**config.mk**
```make
export PLATFORM = sky130hd
export DESIGN_NAME = dtq_cell
export DESIGN_NICKNAME = d
export VERILOG_FILES = /design/src/rtl/dtq_pkg.sv /design/src/rtl/dtq_cell.sv
export SDC_FILE = /design/constraint.sdc
export NUM_CORES = 1
export LEC_CHECK = 0
export BUFFER_PORTS_ARGS = -buffer_cell sky130_fd_sc_hd__clkbuf_2
export CORE_AREA = 2 2 157 159
export CTS_CLUSTER_DIAMETER = 150
export DETAILED_ROUTE_END_ITERATION = 12
export DIE_AREA = 0 0 159 161
export PLACE_DENSITY = 0.55
export SYNTH_ARGS = -nofsm -noshare
export SYNTH_HDL_FRONTEND = slang
export SYNTH_SLANG_ARGS = --single-unit
```
**constraint.sdc**
```tcl
create_clock -name clk -period 24.1 [get_ports clk]
set_input_delay 3.615 -clock clk [delete_from_list [all_inputs] [get_ports clk]]
set_output_delay 3.615 -clock clk [all_outputs]
set_load 0.01 [all_outputs]
```
**src/rtl/dtq_pkg.sv**
```systemverilog
`timescale 1ns / 1ps

package dtq_pkg;

  localparam int QUEUE_DEPTH = 16;

  localparam int FUNC_W = 2;
  localparam int ID_W   = 16;
  localparam int TIME_W = 48;
  localparam int PER_W  = 32;
  localparam int STAT_W = 2;

  localparam int IN_FIELDS_W  = ID_W + TIME_W + PER_W + 1 + TIME_W;
  localparam int IN_TDATA_W   = ((IN_FIELDS_W + 7) / 8) * 8;
  localparam int OUT_FIELDS_W = 1 + ID_W + 1 + TIME_W + STAT_W;
  localparam int OUT_TDATA_W  = ((OUT_FIELDS_W + 7) / 8) * 8;

  // operation codes carried in in_tuser
  localparam logic [FUNC_W-1:0] FUNC_ADD    = 2'd0;
  localparam logic [FUNC_W-1:0] FUNC_CANCEL = 2'd1;
  localparam logic [FUNC_W-1:0] FUNC_EXPIRE = 2'd2;

  localparam logic [STAT_W-1:0] STAT_OK       = 2'd0;
  localparam logic [STAT_W-1:0] STAT_FULL     = 2'd1;
  localparam logic [STAT_W-1:0] STAT_NOTFOUND = 2'd2;

  // one timer entry as held by a cell
  typedef struct packed {
    logic              occ;    // slot in use
    logic              fresh;  // rearmed during the current expire pass
    logic              canc;   // cancelled, dropped silently on expiry
    logic              rep;
    logic [PER_W-1:0]  period;
    logic [ID_W-1:0]   id;
    logic [TIME_W-1:0] deadline;
  } entry_t;

  typedef enum logic [2:0] {
    OP_NOP,
    OP_INSERT,
    OP_POP,
    OP_CANCEL,
    OP_CLRFRESH
  } cell_op_t;

  // broadcast to every cell; ent.id is the key for cancel
  typedef struct packed {
    cell_op_t op;
    entry_t   ent;
  } cell_cmd_t;

endpackage

```
**src/rtl/dtq_cell.sv**
```systemverilog
`timescale 1ns / 1ps

// One slot of the sorted queue. Insert shifts right, pop shifts left.
module dtq_cell (
  input  logic               clk,
  input  logic               rst_n,
  input  dtq_pkg::cell_cmd_t cmd,
  input  dtq_pkg::entry_t    left_ent,
  input  logic               shift_in,
  input  dtq_pkg::entry_t    right_ent,
  output logic               shift_out,
  input  logic               hit_in,
  output logic               hit_out,
  output dtq_pkg::entry_t    ent
);

  dtq_pkg::entry_t ent_r, ent_nxt;
  logic            match;

  // new entry goes here or earlier: stable order for equal deadlines
  assign shift_out = !ent_r.occ || (ent_r.deadline > cmd.ent.deadline);
  assign match     = ent_r.occ && !ent_r.canc && (ent_r.id == cmd.ent.id);
  assign hit_out   = hit_in | match;
  assign ent       = ent_r;

  always_comb begin
    ent_nxt = ent_r;
    unique case (cmd.op)
      dtq_pkg::OP_INSERT: begin
        if (shift_out) ent_nxt = shift_in ? left_ent : cmd.ent;
      end
      dtq_pkg::OP_POP: begin
        ent_nxt = right_ent;
      end
      dtq_pkg::OP_CANCEL: begin
        if (match && !hit_in) ent_nxt.canc = 1'b1;
      end
      dtq_pkg::OP_CLRFRESH: begin
        ent_nxt.fresh = 1'b0;
      end
      default: begin
      end
    endcase
  end

  always_ff @(posedge clk) begin
    if (!rst_n) begin
      ent_r.occ   <= 1'b0;
      ent_r.fresh <= 1'b0;
    end else begin
      ent_r <= ent_nxt;
    end
  end

endmodule

```
After elaboration in Yosys (flattened, before gate mapping)

Index checks and enable logic that the tools add are counted.

Eq/ne operators: 7
Muxes and demuxes: 7
Reductions and logical operators: 14
Bitwise operators: 1
Magnitude comparators: 1

Operators by type and width:

| cell                                                                   | count |
|---|---|
| 100-bit 2-to-1 mux                                                     | 2 |
| 97-bit one-hot mux with 2 select lines                                 | 1 |
| 48-bit greater-than comparator                                         | 1 |
| 16-bit equality test                                                   | 1 |
| 3-bit by 2-bit equality test with 1-bit output (second input constant) | 2 |
| 1-bit one-hot mux with 3 select lines                                  | 2 |
| 3-bit nonzero test                                                     | 2 |
| 2-bit != test (second input constant)                                  | 2 |
| 2-bit AND reduction                                                    | 2 |
| 4-bit AND reduction                                                    | 1 |
| 3-bit by 1-bit equality test with 1-bit output (second input constant) | 1 |
| 3-bit equality test (second input constant)                            | 1 |
| 1-bit logical AND                                                      | 3 |
| 1-bit logical NOT                                                      | 3 |
| 3-bit AND reduction                                                    | 1 |
| 1-bit one-hot mux with 2 select lines                                  | 1 |
| 2-bit nonzero test                                                     | 1 |
| 1-bit logical OR                                                       | 1 |
| 1-bit 2-to-1 mux                                                       | 1 |
| 1-bit OR                                                               | 1 |

Bits in registers: 100
Logic and storage cells: 37
Output and inout bits: 102

Logic depth before layout (Yosys ltp)

Gate-level depths: netlist of the first run.

Word-level depth: 6
Depth in mapped cells: 9
Gate-level depth less buffers: 9

Worst setup path before layout of the first run

OpenSTA, ideal clock, no wires.

Path type: input to register
Start point: input port cmd[46] (netlist name)
End point: register ent_r (netlist bit ent[0]), enable pin
Data required time: 23515 ps
Buffers on the path: 0
Arrival time: 9701 ps
Cell stages on the path: 9
Slack: 13815 ps
Path through: inv_1 ha_1 nand4_2 nor4_2 nand3_1 a31oi_4 o31ai_4 nand2b_4 a21oi_1

Word-level cells in the longest chain between the ends: 4

RTL lines:

| element                        | RTL line       | source |
|---|---|---|
| from (decl)                    | dtq_cell.sv:7  | `input dtq_pkg::cell_cmd_t cmd,` |
| 48-bit greater-than comparator | dtq_cell.sv:21 | `assign shift_out = !ent_r.occ \|\| (ent_r.deadline > cmd.ent.deadline);` |
| 1-bit logical OR               | dtq_cell.sv:21 |  |
| 2-bit != test (no line)        | -              |  |
| 3-bit AND reduction (no line)  | -              |  |
| to (signal assigned)           | dtq_cell.sv:51 | `ent_r <= ent_nxt;` |
| to (decl)                      | dtq_cell.sv:17 | `dtq_pkg::entry_t ent_r, ent_nxt;` |

Every way passes these cells.
A chain may end at the register's enable or synchronous reset.

Worst setup path in the final report of the first run

Start point: input port cmd[14] (netlist name)
End point: output port shift_out

Word-level cells in the longest chain between the ends: 2

RTL lines:

| element                        | RTL line       | source |
|---|---|---|
| 48-bit greater-than comparator | dtq_cell.sv:21 |  |
| 1-bit logical OR               | dtq_cell.sv:21 |  |
| to (decl)                      | dtq_cell.sv:11 | `output logic shift_out,` |

Every way passes these cells.

==> flow_summary.json, run 1 <==
{
  "status": "finished clean",
  "cts_root_buf": "clkbuf_16",
  "via_count": 6200,
  "period_share_pct": 38.13,
  "drive_gt1_share_pct": 41.90,
  "portBuffers": 408,
  "ys_seq_area_share_pct": 44.97,
  "largest_register_ffs": 100,
  "hold_viol": 0,
  "htreeDepth": 3,
  "critPathLaunchType": "primary input",
  "grt_pass1_vias": 6307,
  "area_delta_synth_final_pct": 39.88,
  "placed_cells": 1363,
  "ctsLongestPathBuffers": 2,
  "cts_resized": 0,
  "drt-wirelength-per-cell_um": 16.01,
  "netlist_area_sq_um": 6633,
  "fin_skew_ns": 0.01251,
  "p_per_area_nw_per_um2": 46.53,
  "syn-mean-instance-area_sq_um": 10.06,
  "cts.sinks": 100,
  "ys_ff_latch": 100,
  "coreArea_sq_um": 23960,
  "gr-total-overflow": 0,
  "rsz0062_at_grt": "no",
  "path_class": "in2out",
  "slowest_stage": "nor4_1",
  "first_pass_iters": 6,
  "period_needed_ns": 9.190,
  "cp_data_arrival_time_ns": 5.58,
  "drc": 0,
  "clk_latency_ns": 0.35,
  "path_buf_inv": 4,
  "maxSlewHeadroom_pct": 37.92,
  "die_h_um": 161,
  "cap_violations": 0,
  "max_freq_ghz": 0.1088,
  "nFillCells": 2491,
  "routed_wl_mm": 22.08,
  "worst_pin_slew_ns": 0.9290,
  "dp.final_hpwl_mm": 18.43,
  "cts_buffers": 9,
  "fin_nets": 1405,
  "grt_usage_pct": 16.81,
  "cp_slowest_stage_delay_ns": 0.53,
  "initial_core_util_pct": 27.68,
  "antennaDiodeCount": 0,
  "grt_max_degree": 84,
  "antenna_left": 0,
  "vdd_drop_max_uv": 33.45,
  "vias_per_cell": 4.496,
  "crit_path_max_fanout": 4,
  "post_cts_buffers": 0,
  "ys_warn_count": 0,
  "dieWidth_um": 159,
  "yosysUniqueCellTypes": 44,
  "gp_congestion": 0.8386,
  "rows": 57,
  "min_path_type": "reg2reg",
  "synth_nets": 1014,
  "stdcell_count": 1379,
  "tritoncts": "yes",
  "ioPinCount": 409,
  "die-area_sq_um": 25600,
  "finalSetupTns_ns": 0,
  "cts-hold-fix-buffers": 0,
  "crit_path_cell_trace": "clkbuf_2 > inv_1 > ha_1 > nand4_1 > nor4_1 > nand4_1 > or2_2 > o31ai_4 > inv_1 > clkbuf_2",
  "cp_top_family": "simple AND/OR/NAND/NOR gates",
  "grt_pass1_wl_mm": 33.71,
  "syn_inst": 659,
  "fin_util_pct": 38.72,
  "critPathRequiredTime_ns": 20.48,
  "drtIter0Drc": 228,
  "drv_slew": 0,
  "end_kind": "output pin",
  "power.leakage_nw": 4.478,
  "setup_violations": 0,
  "clkTransAtPathRegs_ns": 0.07,
  "antenna_found_initial": 1
}
==> cells in the mapped netlist, drive strengths merged <==
cell	instances	area [sq um]
o21ai	105	525.5
a221oi	2	17.52
nor2	4	15.01
or2b	1	7.510
edfxtp	98	2943
ha	48	600.6
nor2b	2	12.51
o221ai	1	15.01
a221o	1	10.01
o21a	1	7.510
clkbuf	23	90.09
nor3	5	30.03
nand2	113	424.2
and2b	1	8.760
buf	10	50.05
nand2b	4	32.53
a22oi	2	15.01
a2111o	1	11.26
o211ai	1	7.510
a31oi	1	21.27
dfxtp	2	40.04
o31ai	2	33.78
nor4	7	56.30
a21o	1	7.510
xnor2	4	35.03
nand4	13	87.58
nor3b	1	7.510
a21oi	28	140.1
xor2	12	105.1
nand3	6	30.03
inv	54	202.7
or2	2	12.52
a211o	1	8.760
mux2i	100	1001
a22o	1	8.760
mux2	1	11.26
==> metrics by stage <==
step                cell area [sq um]  power, mW  setup slack [ns]  hold slack, ns
CTS                              9278     0.4404             14.76          0.6820
detailed placement               9002     0.2983             14.76          0.6675
global route                     9278     0.4566             14.69          0.7348
floorplan                        6633     0.2531             13.81          0.6675
finish                           9278     0.4317             14.91          0.6818
global placement                 9002     0.2973             14.76          0.6553
==> cell families after synthesis <==
logic type / Yosys count / synth area share, %
adders and majority gates: 48 / 9.055
AOI/OAI and AO/OA: 148 / 12.51
buffers and inverters: 87 / 5.169
xor gates and xnor gates: 16 / 2.113
DFF: 100 / 44.97
and+or+nand+nor: 159 / 10.92
muxes: 101 / 15.26
==> cell usage in the layout (no fill, tap or decap), types with 2 or more instances in the layout <==
| cell | instances |
|---|---|
| a21oi_1 | 27 |
| a221oi_1 | 2 |
| a22oi_1 | 2 |
| buf_4 | 5 |
| clkbuf_16 | 9 |
| clkbuf_2 | 407 |
| clkinvlp_4 | 2 |
| dfxtp_1 | 2 |
| edfxtp_1 | 98 |
| ha_1 | 48 |
| inv_1 | 54 |
| inv_6 | 2 |
| mux2i_1 | 100 |
| nand2_1 | 113 |
| nand2b_1 | 3 |
| nand3_1 | 6 |
| nand4_1 | 12 |
| nor2_1 | 3 |
| nor2b_1 | 2 |
| nor3_1 | 4 |
| nor4_1 | 5 |
| nor4_2 | 2 |
| o21ai_0 | 77 |
| o21ai_1 | 28 |
| xnor2_1 | 4 |
| xor2_1 | 12 |
==> worst register-to-register path, delay by kind of cell, from the launching register on <==
family / cells / cell delay (ns)
DFF: 1 / 0.40
adders and majority gates: 1 / 0.33
buffers and inverters: 2 / 1.18
AOI/OAI and AO/OA: 3 / 0.51
and+or+nand+nor: 4 / 1.07
==> routing by layer <==
layer	vias to the layer above	GRT usage (%)	wire, um
met3	12	3.416	1340
met4	0	4.256	227
met1	2779	20.23	9277
li1	3158	-	-
met2	251	30.71	11240
met5	-	0	0
==> worst paths after layout <==
check	from	end	slack, ns	depth (start not counted)
max	cmd[14]	shift_out	14.91	10
max reg2reg	ent[43]	ent[1]	20.18	10
min	ent[98]	ent[98]	0.68	3
min reg2reg	ent[98]	ent[98]	0.68	3
==> where the power goes <==
group	internal, mW	switching [mW]	leakage [nW]	total, mW
Combinational	0.0428	0.0466	3.43	0.0894
Sequential	0.200	0.00319	0.917	0.204
Clock	0.0706	0.0682	0.130	0.139
==> area by class of cell <==
class / count / area, sq um / share of cell area [%]
Timing Repair Buffer: 413 / 2086 / 22.48
Clock buffer: 9 / 225.2 / 2.428
Tap cell: 324 / 405.4 / 4.370
Inverter: 54 / 202.7 / 2.185
Clock inverter: 7 / 50.05 / 0.5394
Multi-Input combinational cell: 472 / 3326 / 35.85
Sequential cell: 100 / 2983 / 32.15
No activity file was read; power rests on OpenSTA's default activity.
==> run 2, diff against run 1 <==
--- a/config.mk
+++ b/config.mk
@@ -10,7 +10,7 @@
 export CTS_CLUSTER_DIAMETER = 150
 export DETAILED_ROUTE_END_ITERATION = 12
 export DIE_AREA = 0 0 159 161
-export PLACE_DENSITY = 0.55
+export PLACE_DENSITY = 0.57
 export SYNTH_ARGS = -nofsm -noshare
 export SYNTH_HDL_FRONTEND = slang
 export SYNTH_SLANG_ARGS = --single-unit
==> constraint.sdc (replaced) <==
create_clock -name clk -period 7.4 [get_ports clk]
set_input_delay 1.11 -clock clk [delete_from_list [all_inputs] [get_ports clk]]
set_output_delay 1.11 -clock clk [all_outputs]
set_load 0.01 [all_outputs]
==> flow_summary.json, run 2 (synthesis results as in run 1) <==
{
  "status": "finished clean",
  "ctsLongestPathBuffers": 2,
  "initial_core_util_pct": 27.68,
  "rows": 57,
  "fin_skew_ns": 0.01461,
  "gp_congestion": 0.8556,
  "nFillCells": 2491,
  "cp_data_arrival_time_ns": 4.25,
  "place_area_sq_um": 9020,
  "gr-total-overflow": 0,
  "power.leakage_nw": 4.488,
  "setup_violations": 0,
  "cap_violations": 0,
  "tritoncts": "yes",
  "power_switching_mw": 0.3943,
  "grt_usage_pct": 17.27,
  "drtIter0Drc": 327,
  "hold_viol": 0,
  "first_pass_iters": 5,
  "htreeDepth": 3,
  "worst_pin_slew_ns": 1.053,
  "portBuffers": 408,
  "p_int_mw": 1.027,
  "grt_max_degree": 133,
  "final_cell_mix": "407 x clkbuf_2, 113 x nand2_1, 100 x mux2i_1, 98 x edfxtp_1, 77 x o21ai_0",
  "stdcell_area_sq_um": 9303,
  "fin_nets": 1404,
  "coreArea_sq_um": 23960,
  "max_freq_ghz": 0.2350,
  "via_count": 6162,
  "grt_pass1_wl_mm": 34.15,
  "critPathLaunchType": "primary input",
  "antenna_left": 0,
  "vdd_drop_max_uv": 91.31,
  "cts_buffers": 9,
  "dieWidth_um": 159,
  "maxSlewHeadroom_pct": 29.68,
  "rsz0062_at_grt": "no",
  "die-area_sq_um": 25600,
  "p_clk_share_pct": 32.6,
  "die_h_um": 161,
  "p_per_area_nw_per_um2": 152.7,
  "end_kind": "flop",
  "drc": 0,
  "cts-hold-fix-buffers": 0,
  "cts.sinks": 100,
  "power_frac_seq_pct": 46.6,
  "vias_per_cell": 4.472,
  "routed_wl_mm": 22.56,
  "dp.final_hpwl_mm": 18.57,
  "finalSetupTns_ns": 0,
  "period_needed_ns": 4.255,
  "min_path_type": "reg2reg",
  "finalPower_mw": 1.421,
  "post_cts_buffers": 0,
  "clk_latency_ns": 0.35,
  "ioPinCount": 409,
  "seq_area_sq_um": 2983,
  "grt_pass1_vias": 6113,
  "cts_root_buf": "clkbuf_16",
  "drv_slew": 0,
  "largest_register_ffs": 100,
  "path_class": "in2reg",
  "drive_gt1_share_pct": 41.88,
  "multiInputGateArea_sq_um": 3326,
  "drt-wirelength-per-cell_um": 16.37,
  "clkTransAtPathRegs_ns": 0.07,
  "crit_path_max_fanout": 69,
  "final_common_cell": "clkbuf_2",
  "p_comb_share_pct": 20.7,
  "period_share_pct": 57.50,
  "antenna_found_initial": 1,
  "cts_resized": 0,
  "p_sw_share_pct": 27.75,
  "area_delta_synth_final_pct": 40.26,
  "critPathRequiredTime_ns": 7.40
}
-- run 2: layout make-up --
class,instances,area share (%)
Inverter,54,2.179
Timing Repair Buffer,412,22.61
Tap cell,324,4.358
Sequential cell,100,32.06
Clock inverter,6,0.5918
Multi-Input combinational cell,472,35.75
Clock buffer,9,2.421
Antenna cell,1,0.02690
-- run 2: through the flow --
stage	cells	worst slack (ns)	util, %	hold slack, ns
after detailed placement	1362	2.678	37.64	0.6895
after CTS	1377	3.049	38.81	0.7074
after global routing	1377	2.890	38.81	0.7558
after global placement	1362	2.779	37.64	0.6668
final	1378	3.145	38.82	0.6817
after floorplan	659	1.621	-	0.6675
-- run 2: path summary, 6_finish.rpt --
kind	from	end	slack, ns	depth (start not counted)
setup / recovery	cmd[43]	ent[17]	3.15	11
hold / removal	ent[98]	ent[98]	0.68	3
setup reg to reg	ent[46]	ent[17]	3.60	9
hold reg to reg	ent[98]	ent[98]	0.68	3
-- run 2: worst max-delay path, cell delays in order --
cell,delay [ns]
clkbuf_2,0.09
inv_1,0.04
ha_1,0.30
nand4_1,0.21
nor4_2,0.47
nand3_1,0.20
a31oi_4,0.22
o31ai_4,0.10
nand2b_4,0.17
a21oi_4,0.82
buf_12,0.39
-- run 2: layer usage --
layer | track usage (%) | part of all wire (%)
met5 | 0 | 0
met4 | 3.884 | 1.1
met2 | 31.17 | 50
met3 | 3.826 | 6.6
met1 | 21.08 | 42
-- run 2: power by group through the flow --
| stage | logic, mW | registers (mW) | clock network (mW) |
|---|---|---|---|
| 2_1_floorplan | 0.138 | 0.684 | 0 |
| 3_3_place_gp | 0.297 | 0.675 | 0 |
| 6_report | 0.295 | 0.663 | 0.464 |
| 3_5_place_dp | 0.300 | 0.676 | 0 |
| 5_1_grt | 0.331 | 0.665 | 0.507 |
| 4_1_cts | 0.301 | 0.663 | 0.488 |
==> run 3, diff against run 2 <==
--- a/config.mk
+++ b/config.mk
@@ -5,6 +5,7 @@
 export SDC_FILE = /design/constraint.sdc
 export NUM_CORES = 1
 export LEC_CHECK = 0
+export ABC_AREA = 1
 export BUFFER_PORTS_ARGS = -buffer_cell sky130_fd_sc_hd__clkbuf_2
 export CORE_AREA = 2 2 157 159
 export CTS_CLUSTER_DIAMETER = 150
==> constraint.sdc (replaced) <==
create_clock -name clk -period 3.65 [get_ports clk]
set_input_delay 0.5475 -clock clk [delete_from_list [all_inputs] [get_ports clk]]
set_output_delay 0.5475 -clock clk [all_outputs]
set_load 0.01 [all_outputs]
==> flow_summary.json, run 3 <==
{
  "wl_met3_mm": 2.034,
  "cp_data_arrival_time_ns": 2.28,
  "hold_viol": 0,
  "worstReg2RegStart": "ent[19]",
  "fin_nets": 1574,
  "dp.final_hpwl_mm": 20.27,
  "min_path_cells": 3,
  "dieWidth_um": 159,
  "synth-async-reset-ratio_pct": 0,
  "synth_most_common_cell": "nand2_1",
  "critPathLaunchType": "flop",
  "final_common_cell": "clkbuf_2",
  "via_count": 7010,
  "clk_latency_ns": 0.35,
  "cts_root_buf": "clkbuf_16",
  "min_from": "rst_n",
  "gr-total-overflow": 0,
  "initial_core_util_pct": 27.67,
  "drive_gt1_share_pct": 37.83,
  "grt_usage_pct": 19.24,
  "cap_violations": 0,
  "yosysUniqueCellTypes": 35,
  "die-area_sq_um": 25600,
  "min_to": "ent[99]",
  "ctsLongestPathBuffers": 2,
  "rrSetupSlack_ns": 0.93,
  "syn_inst": 836,
  "fin_skew_ns": 0.01309,
  "yosysTopAreaCell": "edfxtp_1",
  "drt-wirelength-per-cell_um": 16.23,
  "htreeDepth": 3,
  "finalPower_mw": 3.001,
  "drc": 0,
  "clkTransAtPathRegs_ns": 0.08,
  "reg2reg_depth": 14,
  "ys_warn_count": 0,
  "placed_cells": 1532,
  "status": "finished clean",
  "cts_buffers": 9,
  "gp_congestion": 0.8701,
  "synthTopCellsByArea": "edfxtp_1 44%, nand2_1 15%, a31oi_1 9.2%",
  "routed_wl_mm": 25.15,
  "max_freq_ghz": 0.3540,
  "area_delta_synth_final_pct": 41.50,
  "drtIter0Drc": 324,
  "synth_edf_count": 98,
  "portBuffers": 408,
  "dr.max_layer_used": "met5",
  "wl_met2_mm": 12.46,
  "path_class": "reg2out",
  "crit_path_max_fanout": 2,
  "nFillCells": 2611,
  "ioPinCount": 409,
  "final_cell_mix": "407 x clkbuf_2, 268 x nand2_1, 118 x nor2_1, 98 x a31oi_1, 98 x edfxtp_1",
  "end_kind": "output pin",
  "tritoncts": "yes",
  "drv_slew": 0,
  "vias_per_cell": 4.523,
  "wirelength_met1_mm": 9.990,
  "synth_nets": 1191,
  "critPathRequiredTime_ns": 3.10,
  "cp-startpoint": "ent[19]",
  "cts_resized": 0,
  "synth.top_cell.area_share_pct": 44.39,
  "cts.sinks": 100,
  "syn-mean-instance-area_sq_um": 7.931,
  "die_h_um": 161,
  "post_cts_buffers": 0,
  "grt_pass1_vias": 7061,
  "stdcell_count": 1550,
  "power.leakage_nw": 4.740,
  "maxSlewHeadroom_pct": 54.54,
  "antenna_found_initial": 3,
  "ys_ff_latch": 100,
  "worst_pin_slew_ns": 0.6819,
  "antenna_left": 0,
  "first_pass_iters": 4,
  "rsz0062_at_grt": "no",
  "largest_register_ffs": 100,
  "ys.flop_type": "edfxtp_1",
  "period_needed_ns": 2.825,
  "grt_pass1_wl_mm": 38.35,
  "period_share_pct": 77.40,
  "grt_max_degree": 119,
  "setup_violations": 0,
  "min_path_type": "in2reg",
  "p_per_area_nw_per_um2": 319.8,
  "r2r_end": "ent[44]",
  "cts-hold-fix-buffers": 0,
  "yosys-top-cells-count": "269 x nand2_1, 118 x nor2_1, 98 x a31oi_1, 98 x edfxtp_1, 72 x inv_1",
  "ys_seq_area_share_pct": 44.99,
  "rows": 57,
  "vdd_drop_max_uv": 187.5,
  "netlist_area_sq_um": 6630,
  "coreArea_sq_um": 23960
}
run 3: cell type report:
class	count	area, sq um	share of cell area (%)
Antenna cell	2	5.005	0.05335
Timing Repair Buffer	415	2135	22.75
Sequential cell	100	2983	31.80
Clock buffer	9	225.2	2.401
Inverter	81	317.8	3.388
Clock inverter	7	83.83	0.8936
Tap cell	324	405.4	4.321
Multi-Input combinational cell	612	3227	34.40
run 3: cell families (layout without fill, tap and decap cells):
group / count (synthesis) / after routing / synth area share, %
buf+inv: 124 / 512 / 7.190
xor+xnor: 7 / 7 / 0.9247
simple gates: 420 / 420 / 25.36
fa+ha+maj: 48 / 48 / 9.058
flops: 100 / 100 / 44.99
compound gates: 137 / 137 / 12.47
other cells: 0 / 2 / 0
run 3: worst max-delay path by stage:
| stage | slack [ns] | endpoint |
|---|---|---|
| after floorplan | -0.08 | ent[0] |
| after global placement | 0.71 | ent[29] |
| after detailed placement | 0.66 | ent[27] |
| after CTS | 0.77 | shift_out |
| after global routing | 0.66 | shift_out |
| final | 0.83 | shift_out |
run 3: critical path: stages, from the launching register on:
cell and delay [ns]:
edfxtp_1 0.42, ha_1 0.31, nand2_1 0.06, inv_2 0.06
nand3_1 0.07, nor3_1 0.21, nand2_1 0.15, nor2_4 0.13
nand2_1 0.07, nand3_2 0.07, nand2_2 0.10, nand2_4 0.09
clkbuf_2 0.20
run 3: power by group:
part / switching [mW] / internal (mW) / total, mW / leakage [nW]
clock network: 0.469 / 0.544 / 1.01 / 0.148
registers: 0.0249 / 1.33 / 1.35 / 0.917
logic: 0.349 / 0.284 / 0.633 / 3.68
total: 0.844 / 2.16 / 3.00 / 4.74
run 3: through the flow:
step	hold slack [ns]	utilization, %	cell area, sq um	setup WS (ns)	TNS (ns)
6_report	0.4346	39.15	9382	0.8250	0
5_1_grt	0.4423	39.15	9382	0.6618	0
4_1_cts	0.4083	39.13	9376	0.7740	0
3_5_place_dp	0.4836	37.84	9067	0.6571	0
3_3_place_gp	0.4841	37.84	9067	0.7108	0
2_1_floorplan	0.5178	-	6694	-0.07948	-7.710
run 3: metal layers:
layer	track usage [%]	vias up
met5	0	-
met2	34.57	285
li1	-	3579
met4	6.529	2
met1	21.45	3109
met3	6.317	35
